### config.mk
export PLATFORM = sky130hd
export DESIGN_NAME = arm_banked_register_file_unit
export DESIGN_NICKNAME = d
export VERILOG_FILES = /design/src/abrf_pkg.sv /design/src/arm_banked_register_file_unit.sv
export SDC_FILE = /design/constraint.sdc
export NUM_CORES = 2
export LEC_CHECK = 0
export ABC_AREA = 1
export BUFFER_PORTS_ARGS = -buffer_cell sky130_fd_sc_hd__buf_2
export CORE_MARGIN = 10
export CORE_UTILIZATION = 45
export CTS_BUF_LIST = sky130_fd_sc_hd__clkbuf_8
export CTS_CLUSTER_SIZE = 28
export DETAILED_ROUTE_END_ITERATION = 10
export SLEW_MARGIN = 20
export SYNTH_ARGS = -nofsm -noshare
export SYNTH_HDL_FRONTEND = slang
export SYNTH_SLANG_ARGS = --single-unit
### constraint.sdc
create_clock -name clk -period 3.43 [get_ports clk]
set_input_delay 0.343 -clock clk [delete_from_list [all_inputs] [get_ports clk]]
set_output_delay 0.343 -clock clk [all_outputs]
set_load 0.05 [all_outputs]
### src/abrf_pkg.sv
// types, codes and constants for the banked register file unit
package abrf_pkg;

    typedef enum logic [2:0] {
        OP_READ_REG     = 3'd0,
        OP_WRITE_REG    = 3'd1,
        OP_CHANGE_MODE  = 3'd2,
        OP_IRQ          = 3'd3,
        OP_CONDITION    = 3'd4,
        OP_WRITE_STATUS = 3'd5,
        OP_READ_STATUS  = 3'd6,
        OP_READ_SAVED   = 3'd7
    } op_t;

    typedef enum logic [3:0] {
        COND_EQ = 4'h0,
        COND_NE = 4'h1,
        COND_CS = 4'h2,
        COND_CC = 4'h3,
        COND_MI = 4'h4,
        COND_PL = 4'h5,
        COND_VS = 4'h6,
        COND_VC = 4'h7,
        COND_HI = 4'h8,
        COND_LS = 4'h9,
        COND_GE = 4'hA,
        COND_LT = 4'hB,
        COND_GT = 4'hC,
        COND_LE = 4'hD,
        COND_AL = 4'hE,
        COND_NV = 4'hF
    } cond_t;

    // register bank selected by a mode
    typedef enum logic [2:0] {
        BANK_USR  = 3'd0,
        BANK_FIQ  = 3'd1,
        BANK_IRQ  = 3'd2,
        BANK_SVC  = 3'd3,
        BANK_ABT  = 3'd4,
        BANK_UND  = 3'd5,
        BANK_NONE = 3'd7
    } bank_t;

    localparam logic [4:0] MODE_USR = 5'd16;
    localparam logic [4:0] MODE_FIQ = 5'd17;
    localparam logic [4:0] MODE_IRQ = 5'd18;
    localparam logic [4:0] MODE_SVC = 5'd19;
    localparam logic [4:0] MODE_ABT = 5'd23;
    localparam logic [4:0] MODE_UND = 5'd27;
    localparam logic [4:0] MODE_SYS = 5'd31;

    localparam int BIT_N = 31;
    localparam int BIT_Z = 30;
    localparam int BIT_C = 29;
    localparam int BIT_V = 28;
    localparam int BIT_I = 7;
    localparam int BIT_T = 5;

    localparam logic [31:0] FLAG_MASK     = 32'hF000_00E0;
    localparam logic [31:0] STATUS_RESET  = 32'h0000_00D3;
    localparam logic [31:0] IRQ_VECTOR    = 32'h0000_0018;
    localparam logic [31:0] ARM_PC_OFFSET = 32'd4;

    localparam int NUM_VIS  = 16;
    localparam int NUM_FIQ  = 7;
    localparam int NUM_SHR  = 5;
    localparam int NUM_PAIR = 5;
    localparam int NUM_SPSR = 5;
    localparam int HIGH_BASE = 8;
    localparam int SP_IDX = 13;
    localparam int LR_IDX = 14;
    localparam int PC_IDX = 15;

    function automatic bank_t bank_of(input logic [4:0] mode);
        bank_t b;
        unique case (mode)
            MODE_USR, MODE_SYS: b = BANK_USR;
            MODE_FIQ:           b = BANK_FIQ;
            MODE_IRQ:           b = BANK_IRQ;
            MODE_SVC:           b = BANK_SVC;
            MODE_ABT:           b = BANK_ABT;
            MODE_UND:           b = BANK_UND;
            default:            b = BANK_NONE;
        endcase
        return b;
    endfunction

    // slot of the sp/lr pair kept for a non-fiq bank
    function automatic logic [2:0] pair_slot(input bank_t b);
        logic [2:0] s;
        unique case (b)
            BANK_IRQ: s = 3'd1;
            BANK_SVC: s = 3'd2;
            BANK_ABT: s = 3'd3;
            BANK_UND: s = 3'd4;
            default:  s = 3'd0;
        endcase
        return s;
    endfunction

    // slot of the saved status for an exception bank
    function automatic logic [2:0] spsr_slot(input bank_t b);
        logic [2:0] s;
        unique case (b)
            BANK_FIQ: s = 3'd0;
            BANK_IRQ: s = 3'd1;
            BANK_SVC: s = 3'd2;
            BANK_ABT: s = 3'd3;
            BANK_UND: s = 3'd4;
            default:  s = 3'd0;
        endcase
        return s;
    endfunction

endpackage

### src/arm_banked_register_file_unit.sv
// banked register file, status register and condition check, one item per cycle
// result: done high one cycle, from the result register that follows the input register
// throughput: one item every cycle, busy is never raised; input register then one
//   pass of bank swap and flag logic into the state and result registers
// reset: r0-r15 and all banks clear, status 0xD3 (svc, I and F set), no result pending
// the receiver cannot stall: every result is shown for exactly one cycle
module arm_banked_register_file_unit
(
    input  logic        clk,
    input  logic        rst_n,
    input  logic        start,
    output logic        busy,
    input  logic [2:0]  op,
    input  logic [3:0]  reg_index,
    input  logic [31:0] data,
    input  logic [4:0]  new_mode,
    input  logic [3:0]  cond,
    output logic        done,
    output logic [31:0] read_value,
    output logic        cond_true,
    output logic        irq_taken
);

    // input register
    logic        in_valid_reg;
    logic [2:0]  op_reg;
    logic [3:0]  idx_reg;
    logic [31:0] data_reg;
    logic [4:0]  mode_reg;
    logic [3:0]  cond_reg;

    // architectural state
    logic [31:0] vis_reg  [abrf_pkg::NUM_VIS];
    logic [31:0] fiq_reg  [abrf_pkg::NUM_FIQ];
    logic [31:0] shr_reg  [abrf_pkg::NUM_SHR];
    logic [31:0] sp_reg   [abrf_pkg::NUM_PAIR];
    logic [31:0] lr_reg   [abrf_pkg::NUM_PAIR];
    logic [31:0] spsr_reg [abrf_pkg::NUM_SPSR];
    logic [31:0] status_reg;

    logic [31:0] vis_next  [abrf_pkg::NUM_VIS];
    logic [31:0] fiq_next  [abrf_pkg::NUM_FIQ];
    logic [31:0] shr_next  [abrf_pkg::NUM_SHR];
    logic [31:0] sp_next   [abrf_pkg::NUM_PAIR];
    logic [31:0] lr_next   [abrf_pkg::NUM_PAIR];
    logic [31:0] spsr_next [abrf_pkg::NUM_SPSR];
    logic [31:0] status_next;

    // result register
    logic        done_reg;
    logic [31:0] value_reg;
    logic        ct_reg;
    logic        taken_reg;
    logic [31:0] value_next;
    logic        ct_next;
    logic        taken_next;

    // every item goes straight in, the work never backs up
    assign busy = 1'b0;

    always_ff @(posedge clk or negedge rst_n)
    begin
        if (!rst_n)
        begin
            in_valid_reg <= 1'b0;
        end
        else
        begin
            in_valid_reg <= start;
        end
    end

    // payload capture, no reset needed
    always_ff @(posedge clk)
    begin
        if (start)
        begin
            op_reg   <= op;
            idx_reg  <= reg_index;
            data_reg <= data;
            mode_reg <= new_mode;
            cond_reg <= cond;
        end
    end

    // single pass: decode, bank swap, irq entry, register and status access and flag check
    always_comb
    begin
        abrf_pkg::op_t   cur_op;
        abrf_pkg::bank_t src_bank;
        abrf_pkg::bank_t dst_bank;
        abrf_pkg::bank_t cur_bank;
        logic [4:0]      mode_sel;
        logic            do_change;
        logic            irq_go;
        logic            fn, fz, fc, fv;

        vis_next    = vis_reg;
        fiq_next    = fiq_reg;
        shr_next    = shr_reg;
        sp_next     = sp_reg;
        lr_next     = lr_reg;
        spsr_next   = spsr_reg;
        status_next = status_reg;
        value_next  = '0;
        ct_next     = 1'b0;
        taken_next  = 1'b0;

        cur_op   = abrf_pkg::op_t'(op_reg);
        cur_bank = abrf_pkg::bank_of(status_reg[4:0]);
        fn = status_reg[abrf_pkg::BIT_N];
        fz = status_reg[abrf_pkg::BIT_Z];
        fc = status_reg[abrf_pkg::BIT_C];
        fv = status_reg[abrf_pkg::BIT_V];

        irq_go    = in_valid_reg && (cur_op == abrf_pkg::OP_IRQ) &&
                    !status_reg[abrf_pkg::BIT_I];
        do_change = (in_valid_reg && (cur_op == abrf_pkg::OP_CHANGE_MODE)) || irq_go;
        mode_sel  = irq_go ? abrf_pkg::MODE_IRQ : mode_reg;
        src_bank  = cur_bank;
        dst_bank  = abrf_pkg::bank_of(mode_sel);

        if (irq_go)
        begin
            spsr_next[abrf_pkg::spsr_slot(abrf_pkg::BANK_IRQ)] = status_reg;
        end

        // mode change and bank swap
        if (do_change && (src_bank != abrf_pkg::BANK_NONE) &&
            (dst_bank != abrf_pkg::BANK_NONE))
        begin
            status_next[4:0] = mode_sel;
            if (src_bank != dst_bank)
            begin
                if (src_bank == abrf_pkg::BANK_FIQ)
                begin
                    for (int i = 0; i < abrf_pkg::NUM_FIQ; i++)
                    begin
                        fiq_next[i] = vis_reg[abrf_pkg::HIGH_BASE + i];
                    end
                    for (int i = 0; i < abrf_pkg::NUM_SHR; i++)
                    begin
                        vis_next[abrf_pkg::HIGH_BASE + i] = shr_reg[i];
                    end
                    vis_next[abrf_pkg::SP_IDX] = sp_reg[abrf_pkg::pair_slot(dst_bank)];
                    vis_next[abrf_pkg::LR_IDX] = lr_reg[abrf_pkg::pair_slot(dst_bank)];
                end
                else if (dst_bank == abrf_pkg::BANK_FIQ)
                begin
                    for (int i = 0; i < abrf_pkg::NUM_SHR; i++)
                    begin
                        shr_next[i] = vis_reg[abrf_pkg::HIGH_BASE + i];
                    end
                    sp_next[abrf_pkg::pair_slot(src_bank)] = vis_reg[abrf_pkg::SP_IDX];
                    lr_next[abrf_pkg::pair_slot(src_bank)] = vis_reg[abrf_pkg::LR_IDX];
                    for (int i = 0; i < abrf_pkg::NUM_FIQ; i++)
                    begin
                        vis_next[abrf_pkg::HIGH_BASE + i] = fiq_reg[i];
                    end
                end
                else
                begin
                    sp_next[abrf_pkg::pair_slot(src_bank)] = vis_reg[abrf_pkg::SP_IDX];
                    lr_next[abrf_pkg::pair_slot(src_bank)] = vis_reg[abrf_pkg::LR_IDX];
                    vis_next[abrf_pkg::SP_IDX] = sp_reg[abrf_pkg::pair_slot(dst_bank)];
                    vis_next[abrf_pkg::LR_IDX] = lr_reg[abrf_pkg::pair_slot(dst_bank)];
                end
            end
        end

        // irq entry finishing touches: mask, thumb exit, link and vector
        if (irq_go)
        begin
            taken_next = 1'b1;
            status_next[abrf_pkg::BIT_I] = 1'b1;
            if (status_reg[abrf_pkg::BIT_T])
            begin
                status_next[abrf_pkg::BIT_T] = 1'b0;
                vis_next[abrf_pkg::LR_IDX] = vis_reg[abrf_pkg::PC_IDX];
            end
            else
            begin
                vis_next[abrf_pkg::LR_IDX] = vis_reg[abrf_pkg::PC_IDX] - abrf_pkg::ARM_PC_OFFSET;
            end
            vis_next[abrf_pkg::PC_IDX] = abrf_pkg::IRQ_VECTOR;
        end

        if (in_valid_reg)
        begin
            unique case (cur_op)
                abrf_pkg::OP_READ_REG:
                begin
                    value_next = vis_reg[idx_reg];
                end
                abrf_pkg::OP_WRITE_REG:
                begin
                    vis_next[idx_reg] = data_reg;
                end
                abrf_pkg::OP_CONDITION:
                begin
                    unique case (abrf_pkg::cond_t'(cond_reg))
                        abrf_pkg::COND_EQ: ct_next = fz;
                        abrf_pkg::COND_NE: ct_next = !fz;
                        abrf_pkg::COND_CS: ct_next = fc;
                        abrf_pkg::COND_CC: ct_next = !fc;
                        abrf_pkg::COND_MI: ct_next = fn;
                        abrf_pkg::COND_PL: ct_next = !fn;
                        abrf_pkg::COND_VS: ct_next = fv;
                        abrf_pkg::COND_VC: ct_next = !fv;
                        abrf_pkg::COND_HI: ct_next = fc && !fz;
                        abrf_pkg::COND_LS: ct_next = !fc || fz;
                        abrf_pkg::COND_GE: ct_next = (fn == fv);
                        abrf_pkg::COND_LT: ct_next = (fn != fv);
                        abrf_pkg::COND_GT: ct_next = !fz && (fn == fv);
                        abrf_pkg::COND_LE: ct_next = fz || (fn != fv);
                        abrf_pkg::COND_AL: ct_next = 1'b1;
                        default:           ct_next = 1'b0;
                    endcase
                end
                abrf_pkg::OP_WRITE_STATUS:
                begin
                    status_next = (status_reg & ~abrf_pkg::FLAG_MASK) |
                                  (data_reg & abrf_pkg::FLAG_MASK);
                end
                abrf_pkg::OP_READ_STATUS:
                begin
                    value_next = status_reg;
                end
                abrf_pkg::OP_READ_SAVED:
                begin
                    // usr/sys and unknown modes have no saved status
                    if ((cur_bank != abrf_pkg::BANK_USR) && (cur_bank != abrf_pkg::BANK_NONE))
                    begin
                        value_next = spsr_reg[abrf_pkg::spsr_slot(cur_bank)];
                    end
                end
                default:
                begin
                    // mode change and irq handled above
                    value_next = '0;
                end
            endcase
        end
    end

    // state and result registers
    always_ff @(posedge clk or negedge rst_n)
    begin
        if (!rst_n)
        begin
            for (int i = 0; i < abrf_pkg::NUM_VIS; i++)
            begin
                vis_reg[i] <= '0;
            end
            for (int i = 0; i < abrf_pkg::NUM_FIQ; i++)
            begin
                fiq_reg[i] <= '0;
            end
            for (int i = 0; i < abrf_pkg::NUM_SHR; i++)
            begin
                shr_reg[i] <= '0;
            end
            for (int i = 0; i < abrf_pkg::NUM_PAIR; i++)
            begin
                sp_reg[i] <= '0;
                lr_reg[i] <= '0;
            end
            for (int i = 0; i < abrf_pkg::NUM_SPSR; i++)
            begin
                spsr_reg[i] <= '0;
            end
            status_reg <= abrf_pkg::STATUS_RESET;
            done_reg   <= 1'b0;
            value_reg  <= '0;
            ct_reg     <= 1'b0;
            taken_reg  <= 1'b0;
        end
        else
        begin
            vis_reg    <= vis_next;
            fiq_reg    <= fiq_next;
            shr_reg    <= shr_next;
            sp_reg     <= sp_next;
            lr_reg     <= lr_next;
            spsr_reg   <= spsr_next;
            status_reg <= status_next;
            done_reg   <= in_valid_reg;
            value_reg  <= value_next;
            ct_reg     <= ct_next;
            taken_reg  <= taken_next;
        end
    end

    assign done       = done_reg;
    assign read_value = value_reg;
    assign cond_true  = ct_reg;
    assign irq_taken  = taken_reg;

    // an item taken now shows its result after passing the input and result registers
    a_latency: assert property (@(posedge clk) disable iff (!rst_n)
        start |=> ##1 done)
        else $error("result strobe missing two cycles after an accepted item");

    a_no_spurious: assert property (@(posedge clk) disable iff (!rst_n)
        done |-> $past(in_valid_reg))
        else $error("result strobe without an item in flight");

    // irq entry leaves irq mode with interrupts masked and thumb cleared
    a_irq_state: assert property (@(posedge clk) disable iff (!rst_n)
        irq_taken |-> (done && status_reg[abrf_pkg::BIT_I] && !status_reg[abrf_pkg::BIT_T] &&
                       (status_reg[4:0] == abrf_pkg::MODE_IRQ)))
        else $error("irq taken but status not in irq mode with I set");

    // the mode bits only ever hold a known mode
    a_mode_known: assert property (@(posedge clk) disable iff (!rst_n)
        abrf_pkg::bank_of(status_reg[4:0]) != abrf_pkg::BANK_NONE)
        else $error("status holds an unknown mode");

    // only one kind of result per item
    a_exclusive: assert property (@(posedge clk) disable iff (!rst_n)
        (cond_true || irq_taken) |-> (done && (read_value == '0) && !(cond_true && irq_taken)))
        else $error("more than one result kind raised at once");

endmodule

# Word level (Yosys, flattened, before mapping)
# Index checks and enable logic that the tools add are counted.
# classes
add_sub_neg	1
n_lt_le_gt_ge	9
n_eq_ne	50
muxes	75
bitwise_logic	8
reduce_logical	29
# op_table
cell	count
$mux 224	3
$bwmux 160	4
$mux 32	18
$bwmux 512	1
$mux 256	2
$bmux 32 s3	5
$mux 160	3
$demux 32 s3	2
$bmux 32 s4	1
$demux 32 s4	1
$mux 64	2
$pmux 32 s3	1
$eq 5x5->1 const B	14
$mux 3	18
$pmux 3 s6	2
$or 28x32->32	1
$sub 32x3->32 const B	1
$eq 4x4->1 const B	7
$eq 3x3->1 const B	8
$pmux 3 s4	2
$ge 4x4->1 const B	5
$not 3->4	5
$eq 3x2->1 const B	6
$eq 4x3->1 const B	4
26 further kinds	56
# word_totals
ff_bits	1364
in_bits	51
out_inout_bits	36
wordCells	223

# Longest topological paths before layout
# logic_depth
depth_word	25
ltp_mapped	24

# Worst setup path before layout
# OpenSTA, ideal clock, no wires.
# synth_path
path_type	register to register
start	reg status_reg[4]
end	reg fiq_reg[185] in the netlist's numbering
setup_ns	0.132
t_arrival_ns	2.765
t_required_ns	3.298
slack_ns	0.533
stages_incl_launch_ff	16
path_buffers	3
period_less_slack_ns	2.897
path_cell_list	dfstp_2 -> nand3_1 -> or3b_1 -> ha_1 -> o211ai_1 -> nand2_1 -> or2_2 -> nor2_1 -> inv_1 -> nor2_4 -> inv_2 -> buf_4 -> buf_4 -> buf_2 -> nand2_1 -> o21ai_0
# synth_between
elab_chain_cells	7
word_cells_on_any_way	15
# synth_lines
element	line_no	rtl
start: declaration	arm_banked_register_file_unit.sv:39	logic [31:0] status_reg;
start signal: assignment	arm_banked_register_file_unit.sv:272	status_reg <= abrf_pkg::STATUS_RESET;
start signal: assignment	arm_banked_register_file_unit.sv:286	status_reg <= status_next;
$eq 5x5->1	abrf_pkg.sv:77	unique case (mode)
$reduce_or 2->1	abrf_pkg.sv:77	
$pmux 3 s6 *	abrf_pkg.sv:77	
$ne 3x3->1	arm_banked_register_file_unit.sv:129	if (do_change && (src_bank != abrf_pkg::BANK_NONE) &&
$logic_and 1x1->1 (2 in a row)	arm_banked_register_file_unit.sv:129	
$reduce_and 3->1 (no line) *	n/a	
end signal: assignment	arm_banked_register_file_unit.sv:281	fiq_reg <= fiq_next;
end: declaration	arm_banked_register_file_unit.sv:34	logic [31:0] fiq_reg [abrf_pkg::NUM_FIQ];
# Mark *: on every way between the ends. The rest lies on a longest branch, timed or not.
# A chain may end at the register's enable or synchronous reset.

# Worst setup path in the final report
# layout_path
start	reg idx_reg[0]
end	reg value_reg[0] (netlist: read_value[0])
# layout_between
elab_chain_cells	6
# layout_lines
element	line_no	rtl
start: declaration	arm_banked_register_file_unit.sv:27	logic [3:0] idx_reg;
start signal: assignment	arm_banked_register_file_unit.sv:79	idx_reg <= reg_index;
$not 4->5 (not written as such)	arm_banked_register_file_unit.sv:193	value_next = vis_reg[idx_reg];
$bmux 32 s4	arm_banked_register_file_unit.sv:193	
$mux 32 (not written as such) (2 in a row)	arm_banked_register_file_unit.sv:193	
$pmux 32 s3	arm_banked_register_file_unit.sv:190	unique case (cur_op)
$mux 32	arm_banked_register_file_unit.sv:188	if (in_valid_reg)
named net value_next[0]	arm_banked_register_file_unit.sv:54	logic [31:0] value_next;
end signal: assignment	arm_banked_register_file_unit.sv:288	value_reg <= value_next;
end: declaration	arm_banked_register_file_unit.sv:51	logic [31:0] value_reg;
# The timed path passes the listed nets, and every way through them passes these cells. The select of a mux whose other input is x is not followed.

==> results.toml <==
[status]
status = "complete, no violations"

[yosys]
synth_seq_cells = 1324
ys_warn_count = 0
synth.area.top_cells = "dfrtp_1, nand2_1, o21ai_0"
synth.mux.area_fraction_pct = 0.0733
syn-cell-area_um2 = 61500
yosysTopAreaCell = "dfrtp_1"
synthSimpleGateAreaFrac_pct = 19.5
synth_commonest_cells = "nand2_1, dfrtp_1, o21ai_0"
synth_xor_area_share_pct = 0.0855
synthAdderAreaFrac_pct = 0.0611
synth_compound_area_share_pct = 18.8
synth_nets = 7498
synthCells = 7444
synth.distinct_cells = 51
synth_edf_count = 48
synth.most_common_cell = "nand2_1"
synth_ff_type = "dfrtp_1"
syn_avg_cell_area_um2 = 8.26
synth_top_family_by_area = "simple AND/OR/NAND/NOR gates"
ys_seq_area_share_pct = 54.3
synthArstFlopShare_pct = 96.4
synth.top_cell.area_share_pct = 51.7

[floorplanning]
io_pins = 87
die_h_um = 390
initial_core_util_pct = 45.3
core_um2 = 136000
die_w_um = 390
die-area_um2 = 152000
row_count = 135

[routing]
wl_per_cell_um = 23.1
post-route-drc-count = 0
viasPerCell = 5.81
wirelength_mm = 221
postRouteAntennaNets = 0
dr.first_iter.drc_count = 6600
vias = 55514
dr.pass1.iters = 6

[sta]
hold_violations = 0
timing.fmax_mhz = 303
setup_violations = 0
finClkSkew_ns = 0.0751
rsz0062_at_grt = "true"
period_share_pct = 96.3
fin_crit_ns = 3.30
fin_hold_ws_ns = 0.0797
tightestPinTransition_ns = 1.15
final_max_slew_viol_count = 0
max_slew_margin_pct = 23.4

[finish]
final_util_pct = 52.6
largest_register_ffs = 512
drive_gt1_share_pct = 11.2
fillers = 12637
areaGrowthSynthToFinish_pct = 16.1
fin_nets = 7649

[clock_tree]
cts_num_sinks = 1324
cts_max_level = 4
cts.clk_slew.worst_paths_ns = 0.06
cts_made_buffers = 222
cts_max_path_buffers = 3
cts_tree = "yes"
clk_latency_ns = 0.97
cts_root_buffer = "clkbuf_8"

[global_route]
grt_pass1_vias = 51523
gr-total-overflow = 0
grt_first_pass_wirelength_mm = 329
antenna_found_initial = 7
grt.total_usage_pct = 27.9
grt_max_degree = 157

[hold_path]
min_from = "data[21]"
whs_endpoint = "data_reg[21]$_DFFE_PP_"
whs_path_depth = 2
min_path_type = "input port to flip-flop"

[worst_setup_path]
cpPeakStageDelay_ns = 0.56
cp_max_fo = 21
crit_chain = "inv_2 > nor2_4 > inv_2 > buf_4 > o22ai_1 > o21ai_0 > nand2_1 > o31ai_1 > o21ai_0 > a31oi_1 > nor2_1"
timing.rr.end = "read_value[0]$_DFF_PN0_"
rrSetupSlack_ns = 0.13
crit_buf_inv = 3
r2r-start = "idx_reg[0]$_DFFE_PP_"
worstPathRequired_ns = 4.27
crit_path_start = "idx_reg[0]$_DFFE_PP_"
critPathTopFamily = "compound AO/OA/AOI/OAI gates"
start_kind = "flip-flop"
critPathKind = "flip-flop to flip-flop"
critPathCaptureType = "flip-flop"
critPathSlowestCell = "edfxtp_1"
reg2reg_depth = 11
worst-endpoint-arrival_ns = 4.14

[power_and_ir_drop]
leakagePower_uw = 0.0317
powerDensity_nw_per_um2 = 530
peakVddDrop_v = 0.000434

[job]
maxCapViolCount = 0

[placement]
gp_congestion = 0.925
place_hpwl_mm = 136
numPortBuffers = 85
==> report_power, final <==
part / internal, uW / switching, uW / total (uW)
registers: 16800 / 717 / 17500
clock network: 7530 / 6780 / 14300
logic: 1760 / 4260 / 6020
==> through the flow <==
stage               instance area, um2  total power (uW)  setup slack, ns  instances  setup TNS (ns)
floorplan                        61500             20800            0.533       7444               0
detailed placement               65200             23500          -0.0665       9050           -1.99
global route                     71400             39400          -0.0256       9546          -0.211
finish                           71400             37800            0.126       9549               0
global placement                 65200             23400           0.0109       9050               0
CTS                              70400             37800         -0.00490       9504        -0.00490
==> per-layer routing <==
layer	wire [um]	track usage [%]	part of all wire, %
met1	94400	39.2	43
met2	97100	41.6	44
met4	8210	11.3	3.7
met3	20900	6.05	9.5
met5	30	0	0.014
==> cells by family after synthesis <==
family	count (synthesis)
AO/OA/AOI/OAI	2134
XOR/XNOR	6
adder cells (fa/ha/maj)	3
buffers and inverters	1102
flip-flops	1324
multiplexers	4
other	1
AND/OR/NAND/NOR	2870
==> cell usage in the layout (no fill, tap or decap), drive strengths merged, types with 32 or more instances in the layout <==
cell and n:
a21oi 348, dfrtp 1271, inv 630, o22ai 192, nand2 1873, buf 419
o21bai 32, a22oi 70, nand4 140, a31oi 124, nand3 497, or2 34
dlygate4sd3 59, nor2 299, o21ai 1303, edfxtp 48, clkbuf 292
==> what timing repair did <==
item | CTS | global route
buffers inserted | 0 | 25
resized for setup | 7 | 66
gates cloned | 1 | 17
setup endpoints to repair | 95 | 839
endpoints found under the hold margin | 1125 | 0
pin swaps | 3 | 15
hold buffers | 60 | 0
==> area by class of cell <==
cell class	count	area [um2]	share of cell area, %
Antenna cell	4	10.0	0.0140
Clock buffer	275	3780	5.30
Tap cell	1781	2230	3.12
Clock inverter	118	706	0.989
Inverter	533	2030	2.85
Multi-Input combinational cell	5018	24000	33.7
Sequential cell	1324	33400	46.8
Timing Repair Buffer	496	5210	7.30
==> how the worst max path moves through the flow <==
| stage | slack [ns] | endpoint | depth (start not counted) |
|---|---|---|---|
| after floorplan | 0.53 | fiq_reg[185]$_DFFE_PN0P_ | 15 |
| after global placement | 0.01 | fiq_reg[206]$_DFFE_PN0P_ | 15 |
| after detailed placement | -0.07 | lr_reg[111]$_DFFE_PN0P_ | 15 |
| after CTS | -0.005 | vis_reg[254]$_DFF_PN0_ | 15 |
| after global routing | -0.03 | vis_reg[35]$_DFF_PN0_ | 15 |
| final | 0.13 | read_value[0]$_DFF_PN0_ | 11 |
(Power assumes the default switching activity.)
